===== src/bhe_pkg.sv =====
// ----------------------------------------------------------------------------
// bhe_pkg
// Shared constants, lookup tables, interpolation and control types for the
// battery health estimator.
// ----------------------------------------------------------------------------
package bhe_pkg;

   localparam int WINDOW_LEN_DEFAULT = 8;
   localparam int DIV_W = 40;

   localparam logic [16:0] NOMINAL_RESET = 17'd65536;
   localparam logic [16:0] TEMP_OFFSET   = 17'd6400;
   localparam logic [15:0] TEMP_COEF16   = 16'd26208;
   localparam logic [13:0] RATE_COEF     = 14'd6554;
   localparam logic [22:0] DIV3_RECIP    = 23'd5592406;
   localparam logic [23:0] STEP_COEF     = 24'd12884902;
   localparam logic [25:0] REGEN_COEF    = 26'd64424509;
   localparam logic [22:0] VOLT_OFFSET   = 23'd943718;
   localparam logic [32:0] FLAT_LIMIT    = 33'd167;
   localparam logic [39:0] RATE_MIN      = 40'd4295;
   localparam logic [32:0] BUDGET        = 33'd5033165;
   localparam logic [39:0] LIFE_MAX      = 40'd4800000;

   // table selects
   localparam logic [1:0] TAB_EXP = 2'd0;
   localparam logic [1:0] TAB_SPL = 2'd1;
   localparam logic [1:0] TAB_SIG = 2'd2;

   // datapath operations
   localparam logic [4:0] OP_NONE     = 5'd0;
   localparam logic [4:0] OP_LOAD     = 5'd1;
   localparam logic [4:0] OP_STRESS   = 5'd2;
   localparam logic [4:0] OP_UDIV     = 5'd3;
   localparam logic [4:0] OP_SPL      = 5'd4;
   localparam logic [4:0] OP_STEP     = 5'd5;
   localparam logic [4:0] OP_DMG      = 5'd6;
   localparam logic [4:0] OP_EXP      = 5'd7;
   localparam logic [4:0] OP_AB       = 5'd8;
   localparam logic [4:0] OP_RG1      = 5'd9;
   localparam logic [4:0] OP_RG2      = 5'd10;
   localparam logic [4:0] OP_SOC      = 5'd11;
   localparam logic [4:0] OP_HEALTH   = 5'd12;
   localparam logic [4:0] OP_RATE     = 5'd13;
   localparam logic [4:0] OP_RATE_FIN = 5'd14;
   localparam logic [4:0] OP_LIFE     = 5'd15;
   localparam logic [4:0] OP_LIFE_FIN = 5'd16;
   localparam logic [4:0] OP_OUT      = 5'd17;

   typedef struct packed {
      logic [4:0] op;
   } cmd_type;

   typedef struct packed {
      logic dw_big;
      logic budget_pos;
      logic div_done;
   } status_type;

   function automatic logic [16:0] exp_entry(input logic [4:0] idx);
      logic [16:0] v;
      unique case (idx)
         5'd0: v = 17'd65536;  5'd1: v = 17'd39750;  5'd2: v = 17'd24109;
         5'd3: v = 17'd14623;  5'd4: v = 17'd8869;   5'd5: v = 17'd5380;
         5'd6: v = 17'd3263;   5'd7: v = 17'd1979;   5'd8: v = 17'd1200;
         5'd9: v = 17'd728;    5'd10: v = 17'd442;   5'd11: v = 17'd268;
         5'd12: v = 17'd162;   5'd13: v = 17'd99;    5'd14: v = 17'd60;
         5'd15: v = 17'd36;    5'd16: v = 17'd22;
         default: v = 17'd22;
      endcase
      return v;
   endfunction

   function automatic logic [16:0] spl_entry(input logic [4:0] idx);
      logic [16:0] v;
      unique case (idx)
         5'd0: v = 17'd45426;  5'd1: v = 17'd31069;  5'd2: v = 17'd20530;
         5'd3: v = 17'd13200;  5'd4: v = 17'd8318;   5'd5: v = 17'd5170;
         5'd6: v = 17'd3184;   5'd7: v = 17'd1950;   5'd8: v = 17'd1189;
         5'd9: v = 17'd724;    5'd10: v = 17'd440;   5'd11: v = 17'd267;
         5'd12: v = 17'd162;   5'd13: v = 17'd98;    5'd14: v = 17'd60;
         5'd15: v = 17'd36;    5'd16: v = 17'd22;
         default: v = 17'd22;
      endcase
      return v;
   endfunction

   function automatic logic [16:0] sig_entry(input logic [4:0] idx);
      logic [16:0] v;
      unique case (idx)
         5'd0: v = 17'd32768;  5'd1: v = 17'd40793;  5'd2: v = 17'd47911;
         5'd3: v = 17'd53581;  5'd4: v = 17'd57724;  5'd5: v = 17'd60565;
         5'd6: v = 17'd62428;  5'd7: v = 17'd63615;  5'd8: v = 17'd64357;
         5'd9: v = 17'd64816;  5'd10: v = 17'd65097; 5'd11: v = 17'd65269;
         5'd12: v = 17'd65374; 5'd13: v = 17'd65438; 5'd14: v = 17'd65476;
         5'd15: v = 17'd65500; 5'd16: v = 17'd65514;
         default: v = 17'd65514;
      endcase
      return v;
   endfunction

   function automatic logic [16:0] tab_entry(input logic [1:0] sel, input logic [4:0] idx);
      logic [16:0] v;
      unique case (sel)
         TAB_EXP: v = exp_entry(idx);
         TAB_SPL: v = spl_entry(idx);
         default: v = sig_entry(idx);
      endcase
      return v;
   endfunction

   // Linear interpolation over 17 points spaced 0.5 apart, Q16 argument.
   function automatic logic [16:0] interp(input logic [1:0] sel, input logic [21:0] y);
      logic [6:0]         i;
      logic [14:0]        f;
      logic [16:0]        a;
      logic [16:0]        b;
      logic signed [17:0] d;
      logic signed [33:0] prod;
      logic signed [33:0] sum;
      i = y[21:15];
      f = y[14:0];
      a = tab_entry(sel, i[4:0]);
      b = tab_entry(sel, i[4:0] + 5'd1);
      d = signed'({1'b0, b}) - signed'({1'b0, a});
      prod = d * signed'({1'b0, f});
      sum = signed'({17'd0, a}) + ((prod + 34'sd16384) >>> 15);
      if (i >= 7'd16) begin
         return tab_entry(sel, 5'd16);
      end
      return sum[16:0];
   endfunction

endpackage


===== src/bhe_ctrl.sv =====
// ----------------------------------------------------------------------------
// bhe_ctrl
// Sequencer: accepts a transaction, steps the datapath, hands off the result.
// ----------------------------------------------------------------------------
module bhe_ctrl (
   input  logic                clock,
   input  logic                reset,
   input  logic                req_valid,
   output logic                req_stall,
   output logic                rsp_valid,
   input  logic                rsp_stall,
   input  bhe_pkg::status_type status,
   output bhe_pkg::cmd_type    cmd
);
   import bhe_pkg::*;

   localparam logic [4:0] ST_IDLE   = 5'd0;
   localparam logic [4:0] ST_STRESS = 5'd1;
   localparam logic [4:0] ST_UDIV   = 5'd2;
   localparam logic [4:0] ST_SPL    = 5'd3;
   localparam logic [4:0] ST_STEP   = 5'd4;
   localparam logic [4:0] ST_DMG    = 5'd5;
   localparam logic [4:0] ST_EXP    = 5'd6;
   localparam logic [4:0] ST_AB     = 5'd7;
   localparam logic [4:0] ST_RG1    = 5'd8;
   localparam logic [4:0] ST_RG2    = 5'd9;
   localparam logic [4:0] ST_SOC    = 5'd10;
   localparam logic [4:0] ST_HEALTH = 5'd11;
   localparam logic [4:0] ST_RATE   = 5'd12;
   localparam logic [4:0] ST_RWAIT  = 5'd13;
   localparam logic [4:0] ST_RFIN   = 5'd14;
   localparam logic [4:0] ST_LIFE   = 5'd15;
   localparam logic [4:0] ST_LWAIT  = 5'd16;
   localparam logic [4:0] ST_LFIN   = 5'd17;
   localparam logic [4:0] ST_OUT    = 5'd18;

   logic [4:0] state_ff, state_in;
   logic       rsp_valid_ff, rsp_valid_in;
   logic       out_free;

   assign out_free  = !rsp_valid_ff || !rsp_stall;
   assign req_stall = (state_ff != ST_IDLE);
   assign rsp_valid = rsp_valid_ff;

   // advance the sequence
   always_comb begin
      state_in     = state_ff;
      cmd.op       = OP_NONE;
      rsp_valid_in = rsp_valid_ff && rsp_stall;
      unique case (state_ff)
         ST_IDLE: begin
            if (req_valid) begin
               cmd.op   = OP_LOAD;
               state_in = ST_STRESS;
            end
         end
         ST_STRESS: begin cmd.op = OP_STRESS; state_in = ST_UDIV;   end
         ST_UDIV:   begin cmd.op = OP_UDIV;   state_in = ST_SPL;    end
         ST_SPL:    begin cmd.op = OP_SPL;    state_in = ST_STEP;   end
         ST_STEP:   begin cmd.op = OP_STEP;   state_in = ST_DMG;    end
         ST_DMG:    begin cmd.op = OP_DMG;    state_in = ST_EXP;    end
         ST_EXP:    begin cmd.op = OP_EXP;    state_in = ST_AB;     end
         ST_AB:     begin cmd.op = OP_AB;     state_in = ST_RG1;    end
         ST_RG1:    begin cmd.op = OP_RG1;    state_in = ST_RG2;    end
         ST_RG2:    begin cmd.op = OP_RG2;    state_in = ST_SOC;    end
         ST_SOC:    begin cmd.op = OP_SOC;    state_in = ST_HEALTH; end
         ST_HEALTH: begin cmd.op = OP_HEALTH; state_in = ST_RATE;   end
         ST_RATE: begin
            cmd.op   = OP_RATE;
            state_in = status.dw_big ? ST_RWAIT : ST_LIFE;
         end
         ST_RWAIT: begin
            if (status.div_done) begin
               state_in = ST_RFIN;
            end
         end
         ST_RFIN: begin cmd.op = OP_RATE_FIN; state_in = ST_LIFE; end
         ST_LIFE: begin
            cmd.op   = OP_LIFE;
            state_in = status.budget_pos ? ST_LWAIT : ST_OUT;
         end
         ST_LWAIT: begin
            if (status.div_done) begin
               state_in = ST_LFIN;
            end
         end
         ST_LFIN: begin cmd.op = OP_LIFE_FIN; state_in = ST_OUT; end
         ST_OUT: begin
            if (out_free) begin
               cmd.op       = OP_OUT;
               rsp_valid_in = 1'b1;
               state_in     = ST_IDLE;
            end
         end
         default: state_in = ST_IDLE;
      endcase
   end

   always_ff @(posedge clock) begin
      if (reset) begin
         state_ff     <= ST_IDLE;
         rsp_valid_ff <= 1'b0;
      end else begin
         state_ff     <= state_in;
         rsp_valid_ff <= rsp_valid_in;
      end
   end

   a_out_load: assert property (@(posedge clock) disable iff (reset)
      (state_ff == ST_OUT && out_free) |=> (rsp_valid_ff && state_ff == ST_IDLE))
      else $error("result not presented after output load");

   a_div_wait: assert property (@(posedge clock) disable iff (reset)
      (state_ff == ST_RWAIT && !status.div_done) |=> (state_ff == ST_RWAIT))
      else $error("left rate division before it finished");

   a_no_overwrite: assert property (@(posedge clock) disable iff (reset)
      (rsp_valid_ff && rsp_stall) |-> (cmd.op != OP_OUT))
      else $error("pending result overwritten");

endmodule


===== config.mk =====
export PLATFORM = sky130hd
export DESIGN_NAME = bhe_ctrl
export DESIGN_NICKNAME = d
export VERILOG_FILES = /design/src/bhe_pkg.sv /design/src/bhe_ctrl.sv
export SDC_FILE = /design/constraint.sdc
export NUM_CORES = 1
export LEC_CHECK = 0
export ABC_AREA = 1
export BUFFER_PORTS_ARGS = -buffer_cell sky130_fd_sc_hd__buf_4
export CAP_MARGIN = 20
export CELL_PAD_IN_SITES_DETAIL_PLACEMENT = 0
export CELL_PAD_IN_SITES_GLOBAL_PLACEMENT = 1
export CORE_UTILIZATION = 39
export CTS_BUF_LIST = sky130_fd_sc_hd__clkbuf_4 sky130_fd_sc_hd__clkbuf_8
export CTS_CLUSTER_DIAMETER = 200
export DETAILED_ROUTE_END_ITERATION = 6
export PLACE_DENSITY_LB_ADDON = 0.15
export SLEW_MARGIN = 25
export SYNTH_ARGS = -nofsm -noshare
export SYNTH_HDL_FRONTEND = slang
export SYNTH_SLANG_ARGS = --single-unit

===== constraint.sdc =====
create_clock -name clock -period 3.1 [get_ports clock]
set_clock_uncertainty 0.2 [all_clocks]
set_input_delay 0.93 -clock clock [delete_from_list [all_inputs] [get_ports clock]]
set_output_delay 0.93 -clock clock [all_outputs]
set_load 0.005 [all_outputs]

==> tab_implementation.tex, run 1 <==
\begin{tabular}{lr}
\hline
Metric & Value \\
\hline
\multicolumn{2}{l}{\textbf{Status}} \\
\quad Result of the run & finished clean \\
\multicolumn{2}{l}{\textbf{Worst setup path}} \\
\quad Critical path cell sequence & inv\_2, nand3\_1, inv\_1, a21oi\_1, inv\_1, nor2\_1, nand3\_1, buf\_4 \\
\quad Peak per-stage delay on the critical path & between 0.4 and 0.5 ns \\
\quad Arrival time worst endpoint & approximately 1.7 ns \\
\quad Critical path launch point & state\_ff[4] \\
\quad Worst setup endpoint & cmd[3] \\
\quad Worst reg2reg path endpoint & state\_ff[3] \\
\quad Nature of the critical path endpoint & primary output \\
\quad Worst-case reg-to-reg path depth & 7 \\
\quad Element type at the critical path start & flop \\
\quad Worst path required time & roughly 2.0 ns \\
\quad Critical Setup Path Class & flop to primary output \\
\quad Top fanout value on the critical path & 13 \\
\quad Worst R2R Setup Slack & about 1.5 ns \\
\quad Worst R2R Start & state\_ff[4] \\
\quad Critical Path Slowest Stage Cell & dfxtp\_1 \\
\multicolumn{2}{l}{\textbf{Drt}} \\
\quad DRC violation total after the first TritonRoute iteration & 18 \\
\quad Post-route ant nets & 0 \\
\quad Number of iterations in the first detailed-routing pass & 4 \\
\quad Post-route DRC & 0 \\
\quad Routed wire length per instance & roughly 12 um \\
\quad Via count & between 700 and 800 \\
\quad WL final & 1642 um \\
\quad Average via count per standard cell & 5.393 \\
\multicolumn{2}{l}{\textbf{Die}} \\
\quad Top Ports & 14 \\
\quad Die Y-Extent & 41.61 um \\
\quad Core box area & $\sim$1400 um\^{}2 \\
\quad Die outline width & between 40 and 50 um \\
\quad Row cnt & 13 \\
\quad Effective utilization at floorplan & between 40\% and 50\% \\
\quad Area enclosed by the die boundary & $\sim$1700 um\^{}2 \\
\multicolumn{2}{l}{\textbf{Global route}} \\
\quad Pin count of the biggest net entering global routing & 14 \\
\quad Total GRT Usage & $\sim$20\% \\
\quad First-pass GRT wire length & roughly 2700 um \\
\quad Number of antenna violations at the first check in global routing & 0 \\
\quad Vias in the first global route & 608 \\
\quad Gr ovfl total & 0 \\
\multicolumn{2}{l}{\textbf{Clocking}} \\
\quad Sinks on the clock net & 6 \\
\quad Clock transition at the register clock pins on the worst setup and hold paths after CTS & approximately 0.05 ns \\
\quad Worst skew pair latency & between 0.2 and 0.3 ns \\
\quad Clock Path Buffers & 2 \\
\quad Hold\_buf cts & 0 \\
\quad Total number of H-tree levels & 1 \\
\quad CTS Root Cell & clkbuf\_4 \\
\quad Clock buffer count from CTS & 3 \\
\quad Clock tree from TritonCTS & built \\
\quad Number of gates given a new drive strength after cts & 0 \\
\quad Post-CTS Setup Repair Bufs & 0 \\
\multicolumn{2}{l}{\textbf{Logic synthesis}} \\
\quad Share of synthesized flip-flops with an asynchronous set or reset & 0\% \\
\quad Most numerous cell types in the synthesized netlist & nand2\_1, nor2\_1, inv\_1, nand3\_1, dfxtp\_1 \\
\quad Number of synthesized flops with an enable pin & 0 \\
\quad Distinct cells, synth & 22 \\
\quad Area fraction of the dominant cell type after synthesis & between 10\% and 20\% \\
\quad Most used flip-flop cell after synthesis & dfxtp\_1 \\
\quad Cells after Synth & about 110 \\
\quad Yosys warnings & 0 \\
\quad Post-synthesis cell area & slightly above 600 um\^{}2 \\
\quad Average instance area after synthesis & 5.772 um\^{}2 \\
\quad Synth Net Count & roughly 110 \\
\quad Post-synthesis register bit count & 6 \\
\quad Sequential cell area fraction in the yosys report & between 10\% and 20\% \\
\quad Top cell type by total area after synthesis & dfxtp\_1 \\
\quad Cell types occupying the most area after synthesis & dfxtp\_1, nand2\_1, nor2\_1 \\
\quad Dominant cell by count in the synthesized netlist & nand2\_1 \\
\multicolumn{2}{l}{\textbf{Layout}} \\
\quad Final-stage net count & roughly 130 \\
\quad Layout cells sized above 1 & 25.00\% \\
\quad Number of antenna diodes & 0 \\
\quad Register area & between 100 and 150 um\^{}2 \\
\quad Fill cells & roughly 150 \\
\quad Area of the multi-input gates & 412.9 um\^{}2 \\
\quad Area added between synthesis and finish & 19.02\% \\
\multicolumn{2}{l}{\textbf{Timing}} \\
\quad Tcrit/Tclk final & 92.11\% \\
\quad Highest achievable clock rate & 350.2 MHz \\
\quad Setup repair after global routing missed its margin & false \\
\quad Worst slew margin relative to its limit & between 70 and 80\% \\
\quad Max-slew violation count & 0 \\
\quad Final Hold Violating Endpoints & 0 \\
\quad Slew at the pin closest to its max-slew limit & $\sim$0.38 ns \\
\quad Shortest period the worst path allows & approximately 2.9 ns \\
\quad Sum of negative setup slack & 0 ns \\
\quad Endpoints failing setup & 0 \\
\multicolumn{2}{l}{\textbf{Job}} \\
\quad Number of maximum-capacitance constraint violations & 0 \\
\multicolumn{2}{l}{\textbf{Hold path}} \\
\quad HP Class & flop to flop \\
\multicolumn{2}{l}{\textbf{Placement}} \\
\quad Placer congestion estimate & roughly 0.9 \\
\quad Port bufs & 13 \\
\quad Placed wire-length estimate & about 1300 um \\
\multicolumn{2}{l}{\textbf{Pwr}} \\
\quad Leak pwr & around 0.40 nW \\
\quad Power Total & 0.3064 mW \\
\quad Total power per unit cell area & 420.7 nW/um\^{}2 \\
\quad Peak supply drop & between 0.0002 and 0.00025 V \\
\hline
\end{tabular}
routing by layer:
layer  share of wire [%]  vias up  track usage [%]  wire (um)
met2                  46       30            28.75        761
met4                   0        0            3.871          0
met3                 8.0        0            6.087        132
li1                    -      377                -          -
met1                  46      321            28.31        749
met5                   0        -                0          0
metrics by stage:
step / cell area [um^2] / std cells / hold slack, ns / utilization, % / setup WS (ns)
final: 728.2 / 135 / 0.4031 / 52.67 / 0.2445
after global routing: 728.2 / 135 / 0.4424 / 52.67 / 0.07868
after CTS: 728.2 / 135 / 0.3994 / 52.67 / 0.2614
after detailed placement: 705.7 / 132 / 0.3968 / 51.04 / 0.5289
after global placement: 705.7 / 132 / 0.3810 / 51.04 / 0.5201
after floorplan: 611.8 / 106 / 0.3722 / - / 0.8038
cell families (layout without fill, tap and decap cells):
family	after synthesis	in the layout	share of synthesized area (%)
simple gates	71	71	55.83
buf+inv	17	31	12.88
compound gates	12	12	11.66
flops	6	6	19.63
cells in the final DEF (no fill, tap or decap):
master / n
nand2_1: 25
nor2_1: 17
buf_4: 13
inv_1: 12
nand3_1: 12
dfxtp_1: 6
nor2_2: 5
inv_2: 3
a31oi_1: 3
a21oi_1: 3
nand4_1: 3
clkbuf_4: 3
nor3_1: 2
o21ai_0: 2
o21ai_1: 2
nand3_2: 2
nor2_4: 1
nand2_2: 1
nand3b_1: 1
o2111ai_1: 1
nand4_2: 1
and3_1: 1
a21oi_2: 1
flip-flops by register name, summed over array words and instances, names as in the netlist:
register   cells
state_ff       5
rsp_valid      1
worst min path at each step:
stage | start | endpoint | slack (ns) | depth (start not counted)
3_3_place_gp | rsp_valid | rsp_valid | 0.38 | 4
3_5_place_dp | state_ff[4] | state_ff[4] | 0.40 | 2
4_1_cts | state_ff[4] | state_ff[4] | 0.40 | 2
5_1_grt | rsp_valid | state_ff[1] | 0.44 | 4
6_report | state_ff[4] | state_ff[4] | 0.40 | 2
2_1_floorplan | state_ff[4] | state_ff[4] | 0.37 | 3
worst max-delay path: cells and delay by family, from the launching register on:
kind | cells | cell delay, ns
AO/OA/AOI/OAI | 1 | 0.21
buffers and inverters | 4 | 0.48
flip-flops | 1 | 0.48
AND/OR/NAND/NOR | 3 | 0.30
area by class of cell:
class                           count  area share [%]
Timing Repair Buffer               13           13.40
Sequential cell                     6           16.49
Tap cell                           15           2.577
Multi-Input combinational cell     83           56.70
Clock buffer                        3           3.093
Inverter                           15           7.732
report_power, final:
part	switching (mW)	total (mW)	internal, mW
Clock	0.0284	0.0722	0.0438
Sequential	0.0124	0.0968	0.0844
Combinational	0.0780	0.137	0.0594
Total	0.119	0.306	0.188
Power figures use the tool's default switching activity.
==> run 2: changes to the inputs <==
ABC_AREA = unset   (was 1)
CORE_AREA = 2 2 39 41   (was unset)
CORE_UTILIZATION = unset   (was 39)
DIE_AREA = 0 0 41 43   (was unset)
PLACE_DENSITY_LB_ADDON = 0.2   (was 0.15)
==> run 2 against run 1 <==
Net effect: area after synthesis shrank 18%; sequential power barely moved; maximum frequency grew 2.2%; die area rose by 1.8%; largest power group is now registers; highest routed layer is now met4.
==> tab_implementation.tex, run 2 <==
\begin{tabular}{lr}
\hline
Metric & Value \\
\hline
\multicolumn{2}{l}{\textbf{Logic synthesis}} \\
\quad Yosys warnings & 0 \\
\quad Top cell type by total area after synthesis & dfxtp\_1 \\
\quad Synth Net Count & 76 \\
\quad Number of synthesized flops with an enable pin & 0 \\
\quad Dominant cell by count in the synthesized netlist & nand2\_1 \\
\quad Combinational family with the most area after synthesis & simple AND/OR/NAND/NOR gates \\
\quad Share of synthesized flip-flops with an asynchronous set or reset & 0\% \\
\quad Distinct cells, synth & 30 \\
\quad Area share of xor/xnor cells in the synthesized design & around 5.2\% \\
\quad Post-synthesis cell area & $\sim$500 um\^{}2 \\
\quad Average instance area after synthesis & a little over 7 um\^{}2 \\
\quad Adder and majority gate portion of the synthesized area & 0\% \\
\quad Most numerous cell types in the synthesized netlist & nand2\_1, dfxtp\_1, nor3\_1 \\
\quad Area fraction of the dominant cell type after synthesis & roughly a quarter \\
\quad Cell types occupying the most area after synthesis & dfxtp\_1, nand2\_1, nor3\_1 \\
\quad Sequential cell area fraction in the yosys report & a little under a quarter \\
\quad Area fraction in and, or, nand and nor cells after synthesis & a little under a third \\
\quad Post-synthesis register bit count & 6 \\
\quad Cells after Synth & between 60 and 70 \\
\quad Compound-cell area share of the yosys netlist & between 30\% and 40\% \\
\quad Post-synthesis mux area share & about 2\% \\
\quad Most used flip-flop cell after synthesis & dfxtp\_1 \\
\multicolumn{2}{l}{\textbf{Drt}} \\
\quad Routed wire length per instance & roughly 13 um \\
\quad Post-route ant nets & 0 \\
\quad Via count & around 550 \\
\quad Average via count per standard cell & $\sim$5.6 \\
\quad Post-route DRC & 0 \\
\quad DRC violation total after the first TritonRoute iteration & 11 \\
\quad WL final & $\sim$1300 um \\
\quad Number of iterations in the first detailed-routing pass & 4 \\
\multicolumn{2}{l}{\textbf{Layout}} \\
\quad Fill cells & approximately 140 \\
\quad Most common cell after layout, fill and taps aside & buf\_4 \\
\quad Register area & 120.1 um\^{}2 \\
\quad Number of antenna diodes & 0 \\
\quad Register name with the most flops & state\_ff \\
\quad Area of the multi-input gates & approximately 350 um\^{}2 \\
\quad Flip-flop count of the largest register, all copies and words added & 5 \\
\quad Final-stage net count & between 90 and 100 \\
\quad Leading cell types in the layout, fill and taps excluded & buf\_4, nand2\_1, nor3\_1, dfxtp\_1 \\
\quad Layout cells sized above 1 & about 28\% \\
\quad Area added between synthesis and finish & 26.68\% \\
\multicolumn{2}{l}{\textbf{Timing}} \\
\quad Highest achievable clock rate & approximately 360 MHz \\
\quad Tcrit/Tclk final & about 90\% \\
\quad Shortest period the worst path allows & about 2.8 ns \\
\quad Worst slew margin relative to its limit & $\sim$64\% \\
\quad Setup repair after global routing missed its margin & false \\
\quad Slew at the pin closest to its max-slew limit & 0.5444 ns \\
\quad Final worst-path setup slack & just over 0.3 ns \\
\quad Endpoints failing setup & 0 \\
\quad Sum of negative setup slack & 0 ns \\
\quad Final Hold Violating Endpoints & 0 \\
\quad Max-slew violation count & 0 \\
\multicolumn{2}{l}{\textbf{Die}} \\
\quad Core box area & between 1000 and 1500 um\^{}2 \\
\quad Die Y-Extent & approximately 43 um \\
\quad Top Ports & 14 \\
\quad Die outline width & about 41 um \\
\quad Area enclosed by the die boundary & around 1800 um\^{}2 \\
\quad Effective utilization at floorplan & 36.26\% \\
\quad Row cnt & 14 \\
\multicolumn{2}{l}{\textbf{Clocking}} \\
\quad Worst skew pair latency & $\sim$0.24 ns \\
\quad Clock tree from TritonCTS & built \\
\quad Hold\_buf cts & 0 \\
\quad Number of gates given a new drive strength after cts & 0 \\
\quad Post-CTS Setup Repair Bufs & 0 \\
\quad Clock buffer count from CTS & 3 \\
\quad Sinks on the clock net & 6 \\
\quad Total number of H-tree levels & 1 \\
\quad CTS Root Cell & clkbuf\_4 \\
\quad Clock Path Buffers & 2 \\
\quad Clock transition at the register clock pins on the worst setup and hold paths after CTS & roughly 0.05 ns \\
\multicolumn{2}{l}{\textbf{Worst setup path}} \\
\quad Element type at the critical path start & flop \\
\quad Critical Setup Path Class & flop to primary output \\
\quad Critical path cell sequence & or4b\_4, nor2\_1, a32o\_1, buf\_4 \\
\quad Critical Path Slowest Stage Cell & or4b\_4 \\
\quad Nature of the critical path endpoint & primary output \\
\quad Peak per-stage delay on the critical path & $\sim$0.60 ns \\
\quad Worst path required time & roughly 2 ns \\
\quad Arrival time worst endpoint & about 1.7 ns \\
\quad Top fanout value on the critical path & 16 \\
\multicolumn{2}{l}{\textbf{Placement}} \\
\quad Placed wire-length estimate & 926.3 um \\
\quad Placer congestion estimate & 0.7078 \\
\quad Port bufs & 13 \\
\quad Pre-CTS worst setup slack & approximately 0.29 ns \\
\multicolumn{2}{l}{\textbf{Hold path}} \\
\quad HP Class & flop to flop \\
\multicolumn{2}{l}{\textbf{Pwr}} \\
\quad Power Total & 0.2382 mW \\
\quad Leak pwr & $\sim$0.25 nW \\
\quad Peak supply drop & 0.0002051 V \\
\quad Total power per unit cell area & 374.8 nW/um\^{}2 \\
\multicolumn{2}{l}{\textbf{Global route}} \\
\quad Pin count of the biggest net entering global routing & 17 \\
\quad Vias in the first global route & 508 \\
\quad Number of antenna violations at the first check in global routing & 0 \\
\quad Total GRT Usage & $\sim$18\% \\
\quad Gr ovfl total & 0 \\
\quad First-pass GRT wire length & approximately 2100 um \\
\multicolumn{2}{l}{\textbf{Status}} \\
\quad Result of the run & finished clean \\
\multicolumn{2}{l}{\textbf{Job}} \\
\quad Number of maximum-capacitance constraint violations & 0 \\
\hline
\end{tabular}
[run 2: cell count changes after synthesis, moves of 3 or more]
cell / before / now
nand2_1: 25 / 10
nor2_1: 17 / 5
inv_1: 12 / 2
nand3_1: 12 / 2
nor2_2: 5 / 0
nor3_1: 2 / 6
clkbuf_1: 0 / 3
inv_2: 3 / 0
nand4_1: 3 / 0
[run 2: worst paths after layout]
path                                  start     endpoint  slack (ns)  cells after the start
worst min register to register    rsp_valid    rsp_valid        0.39                      2
worst min-delay path              rsp_valid    rsp_valid        0.39                      2
worst max register to register  state_ff[0]  state_ff[0]        1.13                      4
worst max-delay path            state_ff[0]       cmd[0]        0.31                      4
[run 2: critical path, delay by kind of cell (launching register included)]
family | cells | cell delay, ns
compound gates | 1 | 0.13
buf+inv | 1 | 0.10
flops | 1 | 0.47
simple gates | 2 | 0.72
[run 2: area by class of cell]
| class | instances | area share [%] |
|---|---|---|
| Sequential cell | 6 | 18.90 |
| Inverter | 2 | 1.181 |
| Timing Repair Buffer | 16 | 18.90 |
| Clock buffer | 3 | 3.543 |
| Multi-Input combinational cell | 55 | 54.33 |
| Tap cell | 16 | 3.150 |
[run 2: cell families after synthesis]
family / after synthesis
multiplexers: 1
AND/OR/NAND/NOR: 30
XOR/XNOR: 3
flip-flops: 6
AO/OA/AOI/OAI: 21
buffers and inverters: 8
[run 2: stage by stage]
step / instance area [um^2] / util (%) / hold WS (ns) / std cells
3_3_place_gp: 613.1 / 44.30 / 0.3735 / 95
5_1_grt: 635.6 / 45.93 / 0.4236 / 98
2_1_floorplan: 501.7 / - / 0.3252 / 69
3_5_place_dp: 613.1 / 44.30 / 0.3769 / 95
6_report: 635.6 / 45.93 / 0.3887 / 98
4_1_cts: 635.6 / 45.93 / 0.3851 / 98
[run 2: where the power goes]
part / switching [mW] / internal (mW) / leakage [nW]
Sequential: 0.0150 / 0.0815 / 0.0488
Clock: 0.0285 / 0.0438 / 0.0138
Combinational: 0.0321 / 0.0373 / 0.188
Total: 0.0756 / 0.163 / 0.250
[run 2: per-layer routing]
metal	up-vias	wire length [um]	global-route usage [%]	share of wire [%]
met2	12	576	24.06	45
li1	287	-	-	-
met3	3	42	3.141	3.3
met1	250	633	26.06	50
met5	-	0	0	0
met4	0	17	8.000	1.3
==> run 3: changes to the inputs <==
REMOVE_ABC_BUFFERS = 1   (was unset)
==> run 3 against run 2 <==
Net effect: setup slack lost 0.028 ns; hold slack worse by 0.0087 ns; clock power decreased by 2%; largest cell class unchanged; global-route usage is 0.62 points lower; critical endpoint unchanged; maximum frequency is 1.0% lower; clock-buffer cell count unchanged; core utilization shrank 1.1 points; register-to-register slack lost 0.02 ns.
==> tab_implementation.tex, run 3 (synthesis gave the netlist of run 2 again) <==
\begin{tabular}{lr}
\hline
Metric & Value \\
\hline
\multicolumn{2}{l}{\textbf{Clocking}} \\
\quad CTS Root Cell & clkbuf\_4 \\
\quad Hold\_buf cts & 0 \\
\quad Worst skew pair latency & approximately 0.24 ns \\
\quad Clock Path Buffers & 2 \\
\quad Clock buffer count from CTS & 3 \\
\quad Clock tree from TritonCTS & built \\
\quad Sinks on the clock net & 6 \\
\quad Clock transition at the register clock pins on the worst setup and hold paths after CTS & 0.04 ns \\
\quad Number of gates given a new drive strength after cts & 0 \\
\quad Post-CTS Setup Repair Bufs & 0 \\
\quad Total number of H-tree levels & 1 \\
\multicolumn{2}{l}{\textbf{Timing}} \\
\quad Tcrit/Tclk final & roughly nine tenths \\
\quad Worst hold slack & about 0.38 ns \\
\quad Shortest period the worst path allows & about 2.8 ns \\
\quad Final Hold Violating Endpoints & 0 \\
\quad Sum of negative setup slack & 0 ns \\
\quad Endpoints failing setup & 0 \\
\quad Setup repair after global routing missed its margin & false \\
\quad Final worst-path setup slack & 0.2781 ns \\
\quad Max-slew violation count & 0 \\
\quad Slew at the pin closest to its max-slew limit & roughly 0.55 ns \\
\quad Highest achievable clock rate & approximately 350 MHz \\
\quad Worst slew margin relative to its limit & between 60\% and 70\% \\
\multicolumn{2}{l}{\textbf{Die}} \\
\quad Top Ports & 14 \\
\quad Die Y-Extent & between 40 and 50 um \\
\quad Effective utilization at floorplan & between 30\% and 40\% \\
\quad Die outline width & about 41 um \\
\quad Core box area & 1384 um\^{}2 \\
\quad Area enclosed by the die boundary & roughly 1800 um\^{}2 \\
\quad Row cnt & 14 \\
\multicolumn{2}{l}{\textbf{Drt}} \\
\quad Average via count per standard cell & 5.646 \\
\quad Post-route ant nets & 0 \\
\quad Post-route DRC & 0 \\
\quad Number of iterations in the first detailed-routing pass & 4 \\
\quad DRC violation total after the first TritonRoute iteration & 9 \\
\quad Routed wire length per instance & 13.39 um \\
\quad WL final & between 1000 and 1500 um \\
\quad Via count & between 500 and 600 \\
\multicolumn{2}{l}{\textbf{Job}} \\
\quad Number of maximum-capacitance constraint violations & 0 \\
\multicolumn{2}{l}{\textbf{Worst setup path}} \\
\quad Arrival time worst endpoint & 1.69 ns \\
\quad Worst path required time & around 2.0 ns \\
\quad Peak per-stage delay on the critical path & 0.64 ns \\
\quad Element type at the critical path start & flop \\
\quad Worst reg2reg path endpoint & state\_ff[0] \\
\quad CP Buf/Inv Count & 1 \\
\quad Nature of the critical path endpoint & primary output \\
\quad Top fanout value on the critical path & 15 \\
\quad Worst R2R Setup Slack & 1.11 ns \\
\quad Critical Path Slowest Stage Cell & or4b\_4 \\
\quad Worst R2R Start & state\_ff[0] \\
\quad Critical path cell sequence & or4b\_4, nor2\_1, a32o\_1, buf\_4 \\
\quad Worst-case reg-to-reg path depth & 4 \\
\quad Top Family by Delay on Critical Path & simple AND/OR/NAND/NOR gates \\
\quad Critical Setup Path Class & flop to primary output \\
\multicolumn{2}{l}{\textbf{Hold path}} \\
\quad Cell count of the worst hold path & 2 \\
\quad HP Class & flop to flop \\
\quad Source of the worst hold timing path & rsp\_valid \\
\quad Sink of the worst hold path & rsp\_valid \\
\multicolumn{2}{l}{\textbf{Status}} \\
\quad Result of the run & finished clean \\
\multicolumn{2}{l}{\textbf{Global route}} \\
\quad Total GRT Usage & 17.02\% \\
\quad Pin count of the biggest net entering global routing & 17 \\
\quad Gr ovfl total & 0 \\
\quad Number of antenna violations at the first check in global routing & 0 \\
\quad Vias in the first global route & around 460 \\
\quad First-pass GRT wire length & 2076 um \\
\multicolumn{2}{l}{\textbf{Layout}} \\
\quad Final Core Density & roughly 45\% \\
\quad Area added between synthesis and finish & 23.69\% \\
\quad Leading cell types in the layout, fill and taps excluded & buf\_4, nand2\_1, nor3\_1, dfxtp\_1 \\
\quad Register name with the most flops & state\_ff \\
\quad Final std cells w/o fill & 96 \\
\quad Fill cells & around 140 \\
\quad Final-stage net count & between 80 and 90 \\
\quad Flip-flop count of the largest register, all copies and words added & 5 \\
\quad Layout cells sized above 1 & between 20\% and 30\% \\
\quad Most common cell after layout, fill and taps aside & buf\_4 \\
\quad Number of antenna diodes & 0 \\
\multicolumn{2}{l}{\textbf{Placement}} \\
\quad Placer congestion estimate & between 0.6 and 0.7 \\
\quad Pre-CTS worst setup slack & slightly below 0.3 ns \\
\quad Placed wire-length estimate & between 800 and 900 um \\
\quad Port bufs & 13 \\
\quad Inst Count DP & 93 \\
\multicolumn{2}{l}{\textbf{Pwr}} \\
\quad Portion of total power attributed to combinational logic & 27.8\% \\
\quad Leak pwr & between 0.2 and 0.25 nW \\
\quad Peak supply drop & around 0.00026 V \\
\quad Switching fraction of total power & around a third \\
\quad Net switching power & $\sim$0.074 mW \\
\quad Share of power burned in registers & 42.1\% \\
\quad Internal power contribution & $\sim$0.16 mW \\
\quad Total power per unit cell area & approximately 380 nW/um\^{}2 \\
\quad Clock share of power & 30.1\% \\
\hline
\end{tabular}
-- run 3: power groups by stage --
stage | logic [mW] | registers, mW | clock network [mW]
5_1_grt | 0.0740 | 0.101 | 0.0826
3_3_place_gp | 0.0661 | 0.101 | 0
4_1_cts | 0.0662 | 0.0995 | 0.0758
3_5_place_dp | 0.0659 | 0.101 | 0
6_report | 0.0656 | 0.0994 | 0.0709
2_1_floorplan | 0.0389 | 0.0949 | 0
-- run 3: cell type report --
type                            instances  area (um^2)  area share [%]
Sequential cell                         6        120.1           19.35
Inverter                                2        7.507           1.210
Clock buffer                            3        22.52           3.629
Timing Repair Buffer                   14        105.1           16.94
Tap cell                               16        20.02           3.226
Multi-Input combinational cell         55        345.3           55.65
-- run 3: worst max-delay path by stage --
| stage | slack (ns) | end | from | depth (start not counted) |
|---|---|---|---|---|
| finish | 0.28 | cmd[0] | state_ff[2] | 4 |
| global route | 0.16 | cmd[0] | state_ff[2] | 4 |
| CTS | 0.26 | cmd[0] | state_ff[2] | 4 |
| detailed placement | 0.30 | cmd[0] | req_valid | 5 |
| global placement | 0.31 | cmd[4] | rsp_stall | 5 |
| floorplan | 0.55 | cmd[4] | rsp_stall | 3 |
-- run 3: worst register-to-register path, stage by stage (launching register included) --
cell      delay (ns)
dfxtp_1         0.66
or4b_4          0.27
a211oi_2        0.08
or4_1           0.55
a21oi_1         0.16
-- run 3: routing by layer --
| layer | vias up | global-route usage (%) | part of all wire (%) |
|---|---|---|---|
| li1 | 282 | - | - |
| met1 | 252 | 25.00 | 51 |
| met2 | 8 | 23.13 | 46 |
| met3 | 0 | 7.853 | 2.3 |
| met4 | 0 | 2.000 | 0 |
| met5 | - | 0 | 0 |
-- run 3: metrics by stage --
stage / power (mW) / instance area [um^2]
floorplan: 0.1338 / 473.0
global placement: 0.1671 / 598.1
detailed placement: 0.1669 / 598.1
CTS: 0.2416 / 620.6
global route: 0.2577 / 620.6
finish: 0.2359 / 620.6
